`src/hw/rtl/pcanon_pkg.sv`:
```
// package for the path canonicaliser
// shared byte codes and the command and status structs between controller and datapath
// no dependencies
`timescale 1ns / 1ps

package pcanon_pkg;

	localparam logic [7:0] SEP_BYTE = 8'h2F;
	localparam logic [7:0] DOT_BYTE = 8'h2E;

	typedef struct packed {
		logic step;
		logic close;
		logic emit;
		logic clear;
	} dp_cmd_t;

	typedef struct packed {
		logic out_free;
		logic emit_last;
	} dp_status_t;

endpackage

```
`src/hw/rtl/pcanon_ctrl.sv`:
```
// controller state machine of the path canonicaliser
// sequences byte intake, final segment close and emission
// depends on pcanon_pkg
`timescale 1ns / 1ps

module pcanon_ctrl (
	input  logic                  clk,
	input  logic                  arst_n,
	input  logic                  in_valid,
	input  logic                  path_end,
	output logic                  in_ready,
	output pcanon_pkg::dp_cmd_t   cmd,
	input  pcanon_pkg::dp_status_t status
);

	typedef enum logic [1:0] {
		S_ACCEPT,
		S_CLOSE,
		S_EMIT
	} state_t;

	state_t state_q;
	logic   ready_q;
	logic   in_take;

	assign in_take  = ready_q && in_valid;
	assign in_ready = ready_q;

	always_comb begin
		cmd       = '0;
		cmd.step  = in_take;
		cmd.close = (state_q == S_CLOSE);
		cmd.emit  = (state_q == S_EMIT) && status.out_free;
		cmd.clear = (state_q == S_EMIT) && status.out_free && status.emit_last;
	end

	always_ff @(posedge clk or negedge arst_n) begin
		if (!arst_n) begin
			state_q <= S_ACCEPT;
			ready_q <= 1'b1;
		end else begin
			case (state_q)
				S_ACCEPT: begin
					if (in_take && path_end) begin
						state_q <= S_CLOSE;
						ready_q <= 1'b0;
					end
				end
				S_CLOSE: begin
					state_q <= S_EMIT;
				end
				S_EMIT: begin
					if (status.out_free && status.emit_last) begin
						state_q <= S_ACCEPT;
						ready_q <= 1'b1;
					end
				end
				default: begin
					state_q <= S_ACCEPT;
					ready_q <= 1'b1;
				end
			endcase
		end
	end

endmodule

```
`src/hw/rtl/pcanon_dp.sv`:
```
// datapath of the path canonicaliser
// text buffer, segment start stack, counters and the output register
// depends on pcanon_pkg
`timescale 1ns / 1ps

module pcanon_dp #(
	parameter int MAX_OUT   = 64,
	parameter int MAX_DEPTH = 32
) (
	input  logic                   clk,
	input  logic                   arst_n,
	input  pcanon_pkg::dp_cmd_t    cmd,
	output pcanon_pkg::dp_status_t status,
	input  logic [7:0]             path_byte,
	input  logic                   out_ready,
	output logic                   out_valid,
	output logic [7:0]             out_byte,
	output logic                   out_last,
	output logic                   overflowed
);

	localparam int LW = $clog2(MAX_OUT + 1);
	localparam int AW = $clog2(MAX_OUT);
	localparam int PW = LW + 1;
	localparam int TW = $clog2(MAX_DEPTH + 1);
	localparam int DW = $clog2(MAX_DEPTH);

	logic [7:0]    text_mem [MAX_OUT];
	logic [LW-1:0] start_mem [MAX_DEPTH];

	logic [LW-1:0] kept_q;
	logic [LW-1:0] seg_q;
	logic          dots_q;
	logic          ovf_q;
	logic [TW-1:0] top_q;
	logic [LW-1:0] top_start_q;
	logic [LW-1:0] emit_idx_q;

	logic          out_valid_q;
	logic [7:0]    text_q;
	logic          lone_q;
	logic          last_q;
	logic          ovf_out_q;

	logic          is_sep;
	logic          do_take;
	logic          do_close;
	logic          seg_open;
	logic          is_dot1;
	logic          is_dot2;
	logic          stack_full;
	logic          pop;
	logic          push;
	logic          drop;
	logic [PW-1:0] end_sum;
	logic          end_over;
	logic          pos_in;
	logic [TW-1:0] next_top;
	logic [DW-1:0] start_idx;
	logic          wr_en;
	logic [AW-1:0] wr_addr;
	logic [7:0]    wr_data;
	logic          emit_last;

	assign is_sep     = (path_byte == pcanon_pkg::SEP_BYTE);
	assign do_take    = cmd.step && !is_sep;
	assign do_close   = cmd.close || (cmd.step && is_sep);
	assign seg_open   = (seg_q != '0);
	assign is_dot1    = dots_q && (seg_q == LW'(1));
	assign is_dot2    = dots_q && (seg_q == LW'(2));
	assign stack_full = (top_q == TW'(MAX_DEPTH));
	assign pop        = do_close && seg_open && is_dot2 && (top_q != '0);
	assign push       = do_close && seg_open && !is_dot1 && !is_dot2 && !stack_full;
	assign drop       = do_close && seg_open && !is_dot1 && !is_dot2 && stack_full;

	// position of the next byte equals the end of the segment once closed
	assign end_sum  = {1'b0, kept_q} + {1'b0, seg_q} + PW'(1);
	assign end_over = (end_sum > PW'(MAX_OUT));
	assign pos_in   = (end_sum < PW'(MAX_OUT));

	always_comb begin
		next_top = top_q;
		if (pop) begin
			next_top = top_q - TW'(1);
		end else if (push) begin
			next_top = top_q + TW'(1);
		end
		if (next_top == '0) begin
			start_idx = '0;
		end else begin
			start_idx = DW'(next_top - TW'(1));
		end
	end

	// separator of a kept segment is written when it is pushed
	always_comb begin
		wr_en   = 1'b0;
		wr_addr = end_sum[AW-1:0];
		wr_data = path_byte;
		if (do_take && pos_in) begin
			wr_en = 1'b1;
		end else if (push && (kept_q < LW'(MAX_OUT))) begin
			wr_en   = 1'b1;
			wr_addr = kept_q[AW-1:0];
			wr_data = pcanon_pkg::SEP_BYTE;
		end
	end

	assign emit_last = (kept_q == '0) || ((emit_idx_q + LW'(1)) == kept_q);

	always_ff @(posedge clk) begin
		if (wr_en) begin
			text_mem[wr_addr] <= wr_data;
		end
		if (cmd.emit) begin
			text_q <= text_mem[emit_idx_q[AW-1:0]];
		end
	end

	// top_start_q always mirrors the start of the topmost kept segment
	always_ff @(posedge clk) begin
		if (push) begin
			start_mem[top_q[DW-1:0]] <= kept_q;
			top_start_q              <= kept_q;
		end else begin
			top_start_q <= start_mem[start_idx];
		end
	end

	always_ff @(posedge clk or negedge arst_n) begin
		if (!arst_n) begin
			kept_q     <= '0;
			seg_q      <= '0;
			dots_q     <= 1'b1;
			ovf_q      <= 1'b0;
			top_q      <= '0;
			emit_idx_q <= '0;
		end else if (cmd.clear) begin
			kept_q     <= '0;
			seg_q      <= '0;
			dots_q     <= 1'b1;
			ovf_q      <= 1'b0;
			top_q      <= '0;
			emit_idx_q <= '0;
		end else begin
			if (do_take) begin
				if (path_byte != pcanon_pkg::DOT_BYTE) begin
					dots_q <= 1'b0;
				end
				if (seg_q < LW'(MAX_OUT)) begin
					seg_q <= seg_q + LW'(1);
				end
			end
			if (do_close) begin
				seg_q  <= '0;
				dots_q <= 1'b1;
				top_q  <= next_top;
				if (pop) begin
					kept_q <= top_start_q;
				end else if (push) begin
					kept_q <= end_over ? LW'(MAX_OUT) : end_sum[LW-1:0];
				end
				if ((push && end_over) || drop) begin
					ovf_q <= 1'b1;
				end
			end
			if (cmd.emit) begin
				emit_idx_q <= emit_idx_q + LW'(1);
			end
		end
	end

	always_ff @(posedge clk or negedge arst_n) begin
		if (!arst_n) begin
			out_valid_q <= 1'b0;
		end else if (cmd.emit) begin
			out_valid_q <= 1'b1;
		end else if (out_ready) begin
			out_valid_q <= 1'b0;
		end
	end

	always_ff @(posedge clk) begin
		if (cmd.emit) begin
			lone_q    <= (kept_q == '0);
			last_q    <= emit_last;
			ovf_out_q <= ovf_q;
		end
	end

	assign status.out_free  = !out_valid_q || out_ready;
	assign status.emit_last = emit_last;

	assign out_valid  = out_valid_q;
	assign out_byte   = lone_q ? pcanon_pkg::SEP_BYTE : text_q;
	assign out_last   = last_q;
	assign overflowed = ovf_out_q;

endmodule

```
`src/hw/rtl/path_canonicalizer.sv`:
```
// top level of the path canonicaliser
// joins the controller and the datapath
// depends on pcanon_pkg, pcanon_ctrl, pcanon_dp
`timescale 1ns / 1ps

// input channel: in_valid/in_ready with path_byte and path_end, one path
// character per transaction; path_end marks the final character.
// intake runs at one character per cycle while in_ready is high; each
// character updates the segment counters and writes at most one byte of
// the text buffer. after the final character the close state closes the
// open segment, then the canonical path leaves on the output channel
// (out_valid/out_ready with out_byte, out_last, overflowed), one byte per
// cycle while the receiver takes them, from the text buffer read port,
// through an output register. a path with no kept segment gives a lone
// separator. overflowed holds the sticky flag on every byte of a path.
// in_ready is low from the final character until the last result is loaded
// into the output register; a stalled receiver holds the emission there.
// reset (arst_n, asynchronous) empties all counters and the output register;
// the buffers need no clearing, in_ready is high straight after reset.
// MAX_OUT sets the text buffer size, MAX_DEPTH the segment stack depth.

module path_canonicalizer #(
	parameter int MAX_OUT   = 64,
	parameter int MAX_DEPTH = 32
) (
	input  logic       clk,
	input  logic       arst_n,
	input  logic       in_valid,
	output logic       in_ready,
	input  logic [7:0] path_byte,
	input  logic       path_end,
	output logic       out_valid,
	input  logic       out_ready,
	output logic [7:0] out_byte,
	output logic       out_last,
	output logic       overflowed
);

	pcanon_pkg::dp_cmd_t    cmd;
	pcanon_pkg::dp_status_t status;

	pcanon_ctrl u_ctrl (
		.clk      (clk),
		.arst_n   (arst_n),
		.in_valid (in_valid),
		.path_end (path_end),
		.in_ready (in_ready),
		.cmd      (cmd),
		.status   (status)
	);

	pcanon_dp #(
		.MAX_OUT   (MAX_OUT),
		.MAX_DEPTH (MAX_DEPTH)
	) u_dp (
		.clk        (clk),
		.arst_n     (arst_n),
		.cmd        (cmd),
		.status     (status),
		.path_byte  (path_byte),
		.out_ready  (out_ready),
		.out_valid  (out_valid),
		.out_byte   (out_byte),
		.out_last   (out_last),
		.overflowed (overflowed)
	);

endmodule

```
`config.mk`:
```
export PLATFORM = sky130hd
export DESIGN_NAME = path_canonicalizer
export DESIGN_NICKNAME = d
export VERILOG_FILES = /design/src/hw/rtl/pcanon_pkg.sv /design/src/hw/rtl/pcanon_ctrl.sv /design/src/hw/rtl/pcanon_dp.sv /design/src/hw/rtl/path_canonicalizer.sv
export SDC_FILE = /design/constraint.sdc
export NUM_CORES = 1
export LEC_CHECK = 0
export BUFFER_PORTS_ARGS = -buffer_cell sky130_fd_sc_hd__buf_2
export CORE_MARGIN = 2
export CORE_UTILIZATION = 57
export CTS_CLUSTER_DIAMETER = 50
export DETAILED_ROUTE_END_ITERATION = 12
export PLACE_DENSITY_LB_ADDON = 0.2
export RECOVER_POWER = 25
export SKIP_CTS_REPAIR_TIMING = 1
export SLEW_MARGIN = 20
export SYNTH_ARGS = -nofsm -noshare
export SYNTH_HDL_FRONTEND = slang
export SYNTH_SLANG_ARGS = --single-unit
```
`constraint.sdc`:
```
create_clock -name clk -period 5.1 [get_ports clk]
set_clock_uncertainty 0.1 [all_clocks]
set_input_delay 0.51 -clock clk [delete_from_list [all_inputs] [get_ports clk]]
set_output_delay 0.51 -clock clk [all_outputs]
set_load 0.03 [all_outputs]
```
**Yosys cells after proc, flatten, opt, wreduce, memory -nomap -nowiden**

Memory sizes are Yosys's and may differ from the RTL's. A register that Yosys moved wholly into a read port is not among the register bits.
Cells that the tools add are included.

- Register bits after elaboration: 43
- Bits in writable memories: 736
- Input port bits: 13
- Output and inout port bits: 12
- Word-level logic and storage cells: 127
- Memories: 2

- Add/subtract/negate cells: 7
- Magnitude comparators: 4
- Equality and inequality tests: 10
- Multiplexer cells: 43
- Bitwise operators: 1
- Reduce and logical (&&, ||, !) cells: 47

Memories:

| memory | depth | width | rd ports | clocked after Yosys merged registers in | write ports | RTL line | text |
|---|---|---|---|---|---|---|---|
| u_dp.text_mem | 64 | 8 | 1 | 1 | 1 | pcanon_dp.sv:28 | `logic [7:0] text_mem [MAX_OUT];` |
| u_dp.start_mem | 32 | 7 | 1 | 0 | 1 | pcanon_dp.sv:29 | `logic [LW-1:0] start_mem [MAX_DEPTH];` |

Operators by type and width:

| operator | count |
|---|---|
| two-way mux 7 bit | 12 |
| two-way mux 6 bit | 6 |
| two-way mux 8 bit | 3 |
| logical AND 1 bit | 19 |
| two-way mux 1 bit | 17 |
| adder 7 x 1 -> 7 bit, second input constant | 2 |
| less-than comparator 7 bit, second input constant | 2 |
| nonzero test 3 bit | 4 |
| AND reduction 2 bit | 5 |
| adder 7 x 7 -> 8 bit | 1 |
| adder 8 x 1 -> 8 bit, second input constant | 1 |
| equality test 8 x 6 -> 1 bit, second input constant | 1 |
| > comparator 8 x 7 -> 1 bit, second input constant | 1 |
| less-than comparator 8 x 7 -> 1 bit, second input constant | 1 |
| inequality test 8 x 6 -> 1 bit, second input constant | 1 |
| nonzero test 2 bit | 4 |
| equality test 7 x 1 -> 1 bit, second input constant | 1 |
| equality test 7 x 2 -> 1 bit, second input constant | 1 |
| equality test 7 bit | 1 |
| zero test 7 bit | 1 |
| nonzero test 7 bit | 1 |
| adder 6 x 1 -> 6 bit, second input constant | 1 |
| equality test 6 bit, second input constant | 1 |
| zero test 6 bit | 1 |
| 16 further kinds | 24 |

**Logic depth before layout (Yosys ltp)**

An unclocked memory read counts as a cell.

- Depth after elaboration: 13
- Gate-level depth with buffers: 24
- Depth with buffers taken out: 17

**Hierarchy**

Synthesis repeated with hierarchy kept, for this count alone.

- Cell total of the unflattened synthesis: 1,812
- Area, all modules: 32,388.6 µm²

By module, submodules not included:

| module | times used | cells an instance | area an instance (µm²) | sequential area each (µm²) |
|---|---|---|---|---|
| pcanon_dp | 1 | 1,796 | 32,213.4 | 23,323.6 |
| pcanon_ctrl | 1 | 16 | 175.2 | 76.3 |

**Worst setup path after synthesis**

No wires, ideal clock.

- Kind: flip-flop to flip-flop
- Start: reg u_dp.kept_q[0]
- End: mem u_dp.text_mem[0][4], data pin
- Setup time: 0.515 ns
- Arrival: 4.293 ns
- Required time: 4.485 ns
- Path slack: 0.192 ns
- Cell stages (with the launch flop): 13
- Buffers on the path: 1
- Period minus slack after synthesis: 4.908 ns
- Cell sequence: dfrtp_1 > inv_1 > ha_1 > fa_1 > nor2b_1 > o21ai_0 > nand2b_1 > a21o_1 > a21o_1 > xnor2_1 > a41oi_2 > clkbuf_1 > nor2b_1

- Word-level cells in the longest chain between the ends: 5
- Elaborated cells on any way between the ends: 8
- Classes of those cells: add/sub: 2; order compare: 2; mux: 2; reduce/logical: 2

RTL lines:

| item | RTL line | text |
|---|---|---|
| start: declaration | pcanon_dp.sv:31 | `logic [LW-1:0] kept_q;` |
| start signal: assignment | pcanon_dp.sv:159 | `kept_q <= top_start_q;` |
| start signal: assignment | pcanon_dp.sv:161 | `kept_q <= end_over ? LW'(MAX_OUT) : end_sum[LW-1:0];` |
| adder 7 x 7 -> 8 bit | pcanon_dp.sv:77 | `assign end_sum = {1'b0, kept_q} + {1'b0, seg_q} + PW'(1);` |
| adder 8 x 1 -> 8 bit | pcanon_dp.sv:77 |  |
| less-than comparator 8 x 7 -> 1 bit | pcanon_dp.sv:79 | `assign pos_in = (end_sum < PW'(MAX_OUT));` |
| logical AND 1 bit | pcanon_dp.sv:100 | `if (do_take && pos_in) begin` |
| two-way mux 8 bit * | pcanon_dp.sv:100 |  |
| named net u_dp.wr_data[4] | pcanon_dp.sv:62 | `logic [7:0] wr_data;` |
| end: declaration | pcanon_dp.sv:28 |  |

The timed path passes the listed nets; every way through them passes the cells marked *.

**Worst setup path after layout**

- Start: reg u_dp.seg_q[2]
- End: mem u_dp.text_mem[30][4], enable pin

- Word-level cells in the longest chain between the ends: 11
- Elaborated cells on any way between the ends: 22
- Classes of those cells: add/sub: 2; order compare: 1; eq/ne: 2; mux: 6; reduce/logical: 11

RTL lines:

| item | RTL line | text |
|---|---|---|
| start: declaration | pcanon_dp.sv:32 | `logic [LW-1:0] seg_q;` |
| start signal: assignment | pcanon_dp.sv:151 | `seg_q <= seg_q + LW'(1);` |
| parallel branches: the longest is 11 deep, another holds adder 7 x 7 -> 8 bit | n/a |  |

Several ways; the timed one is not identified.

==> flow_metrics.tcl <==
set metrics [dict create \
    critPathLaunchType "flop" \
    worst_ep_required_time_ns 5.26 \
    finalWorstSetupSlack_ns 0.402 \
    hpwlAfterDp_um 46500 \
    drc 0 \
    slew_headroom -0.552 \
    p_per_area_nw_per_um2 533 \
    finalHoldViolCount 0 \
    port_buffers 24 \
    die_w_um 243 \
    max-cap-violations 8 \
    dieArea_um2 58900 \
    grt_start_max_net_pins 92 \
    grt_pass1_vias 17400 \
    avgSynthCellArea_um2 17.8 \
    cts_buffer_depth 3 \
    dp.cells 2589 \
    rsz0062_at_grt "false" \
    coreArea_um2 56400 \
    leakage_nw 11.4 \
    cts_tree "built" \
    cts.sinks 787 \
    grt_use_total 0.257 \
    ir_worst_vdd_mv 0.380 \
    place_area_um2 33900 \
    finalSetupViolCount 0 \
    tns_ns 0 \
    synth_ff_type "edfxtp_1" \
    fin_cells 2744 \
    hold_path_class "in2reg" \
    drive_gt1_frac 0.218 \
    cts_buffers 83 \
    holdPathStages 2 \
    drt_first_pass_iters 6 \
    finalMaxSlewViolations 305 \
    vias_per_cell 6.40 \
    worst-setup-path-type "reg2reg" \
    antenna_cells 0 \
    place_ws_ns 0.419 \
    wl_per_cell_um 27.0 \
    violations "max-capacitance violations, max-slew violations" \
    wl_um 74200 \
    start_util 0.576 \
    fin_crit_ns 4.70 \
    fmax_ghz 0.213 \
    worstPathMaxFanout 26 \
    drt_iter0_drc 2189 \
    fin_crit_sh 0.921 \
    synthCells 1822 \
    antenna_left 0 \
    clockRootBuffer "clkbuf_16" \
    critPathCaptureType "flop" \
    ys_warn_count 0 \
    antenna_found_initial 1 \
    h-tree-depth 3 \
    grt_pass1_wl_um 112000 \
    syn-cell-area_um2 32500 \
    worst_pin_slew_ns 2.33 \
    final_area_um2 36500 \
    synth_seq_cells 787 \
    die-height_um 243 \
    nFillCells 3914 \
    area_delta_synth_final_pct 12.4 \
    syn_nets 1854 \
    synth_edf_count 747 \
    status "finished, violations left" \
    fin_nets 1951 \
    insertion_delay_ns 0.64 \
    rows 87 \
    path_clk_slew_ns 0.06 \
    num_vias 17600 \
    yosysSeqAreaShare 0.720 \
    routabilityCongestion 0.926 \
    async_flop_share 0.0419 \
    crit_arrival_ns 4.86 \
    grt_overflow 0 \
    p_total_mw 19.5 \
    reg2reg_depth 12 \
    boundaryPins 25 \
    synthDistinctLibCells 90 \
]
-- layout make-up --
cell class                      instances  area (um2)  area share
Clock buffer                          102        2150      0.0588
Clock inverter                         52         593      0.0162
Inverter                               23        86.3     0.00236
Multi-Input combinational cell        922        8610       0.236
Sequential cell                       787       23400       0.641
Tap cell                              756         946      0.0259
Timing Repair Buffer                  102         717      0.0196
-- flip-flops by register name, indices dropped and copies added, names as in the netlist --
| register | count |
|---|---|
| u_dp.start_mem | 224 |
| u_dp.kept_q | 7 |
| u_dp.text_mem | 512 |
| u_dp.emit_idx_q | 7 |
| u_dp.out_last | 1 |
| u_ctrl.in_ready | 1 |
| u_dp.lone_q | 1 |
| u_dp.dots_q | 1 |
| u_dp.text_q | 8 |
| u_dp.top_q | 6 |
| u_dp.overflowed | 1 |
| u_dp.ovf_q | 1 |
| u_ctrl.state_q | 2 |
| u_dp.out_valid | 1 |
| u_dp.top_start_q | 7 |
| u_dp.seg_q | 7 |
-- cells in the final DEF, fill, tap and decap left out, types with 18 or more instances in the layout --
master       n
inv_1       22
nor2_1     161
mux4_2     173
o21ai_0     49
a21oi_1     28
o22ai_1     22
ha_1        18
clkbuf_16   83
buf_4       61
edfxtp_1   747
nand3_1     35
mux2i_1     34
clkbuf_1    42
dfrtp_1     28
nand2_1    122
-- final timing paths --
path	slack, ns	start	to
worst max-delay path	0.40	u_dp.seg_q[2]	u_dp.text_mem[30][4]
worst min-delay path	0.06	path_end	u_ctrl.state_q[0]
worst max register to register	0.40	u_dp.seg_q[2]	u_dp.text_mem[30][4]
worst min register to register	0.35	u_dp.ovf_q	u_dp.overflowed
max in group asynchronous	2.66	arst_n	u_dp.emit_idx_q[1]
min in group asynchronous	0.86	arst_n	u_dp.top_q[5]
-- per-layer routing --
layer,global-route usage,vias to the layer above,share of wire
met4,0.0691,2,0.024
met2,0.385,862,0.46
met5,0,-,0.00018
met3,0.0494,123,0.091
li1,-,7557,-
met1,0.392,9014,0.42
-- synth_stat cells (all sizes together) (14+ instances only) --
cell type / count / area (um2)
edfxtp: 747 / 22400
mux4: 173 / 3900
nor2: 161 / 604
nand2: 123 / 462
o21ai: 54 / 270
buf: 45 / 233
clkbuf: 45 / 169
nand3: 36 / 185
mux2i: 35 / 363
dfrtp: 31 / 776
a21oi: 30 / 165
inv: 23 / 86.3
o22ai: 23 / 150
ha: 18 / 225
a31oi: 17 / 119
nor3: 16 / 100
or2: 14 / 87.6
-- where the power goes --
part	total [mW]	switching (mW)	internal, mW
logic	5.56	3.42	2.14
registers	7.86	0.229	7.63
clock network	6.05	2.54	3.51
total	19.5	6.19	13.3
-- logic make-up after synthesis --
group / after synthesis / synth area share
DFF: 787 / 0.720
muxes: 213 / 0.133
and+or+nand+nor: 423 / 0.0615
adders and majority gates: 19 / 0.00755
xor gates and xnor gates: 24 / 0.00728
buffers and inverters: 113 / 0.0150
AOI/OAI and AO/OA: 243 / 0.0554
-- per-stage QoR --
stage | hold WS, ns | util
after floorplan | 0.114 | -
after global placement | 0.336 | 0.600
after detailed placement | 0.337 | 0.600
after CTS | -0.142 | 0.649
after global routing | 0.0443 | 0.647
final | 0.0560 | 0.647
-- critical path, stage by stage (launching register included) --
cell      delay (ns)
dfrtp_1         0.49
ha_1            0.42
o21ai_0         0.14
a21boi_0        0.28
o21ai_0         0.14
a21boi_0        0.51
o21ai_0         0.19
a41oi_2         0.21
buf_4           0.32
nand3_1         0.11
o31ai_1         0.19
nand2_1         0.46
nor2_1          0.75
Power figures use the tool's default switching activity.
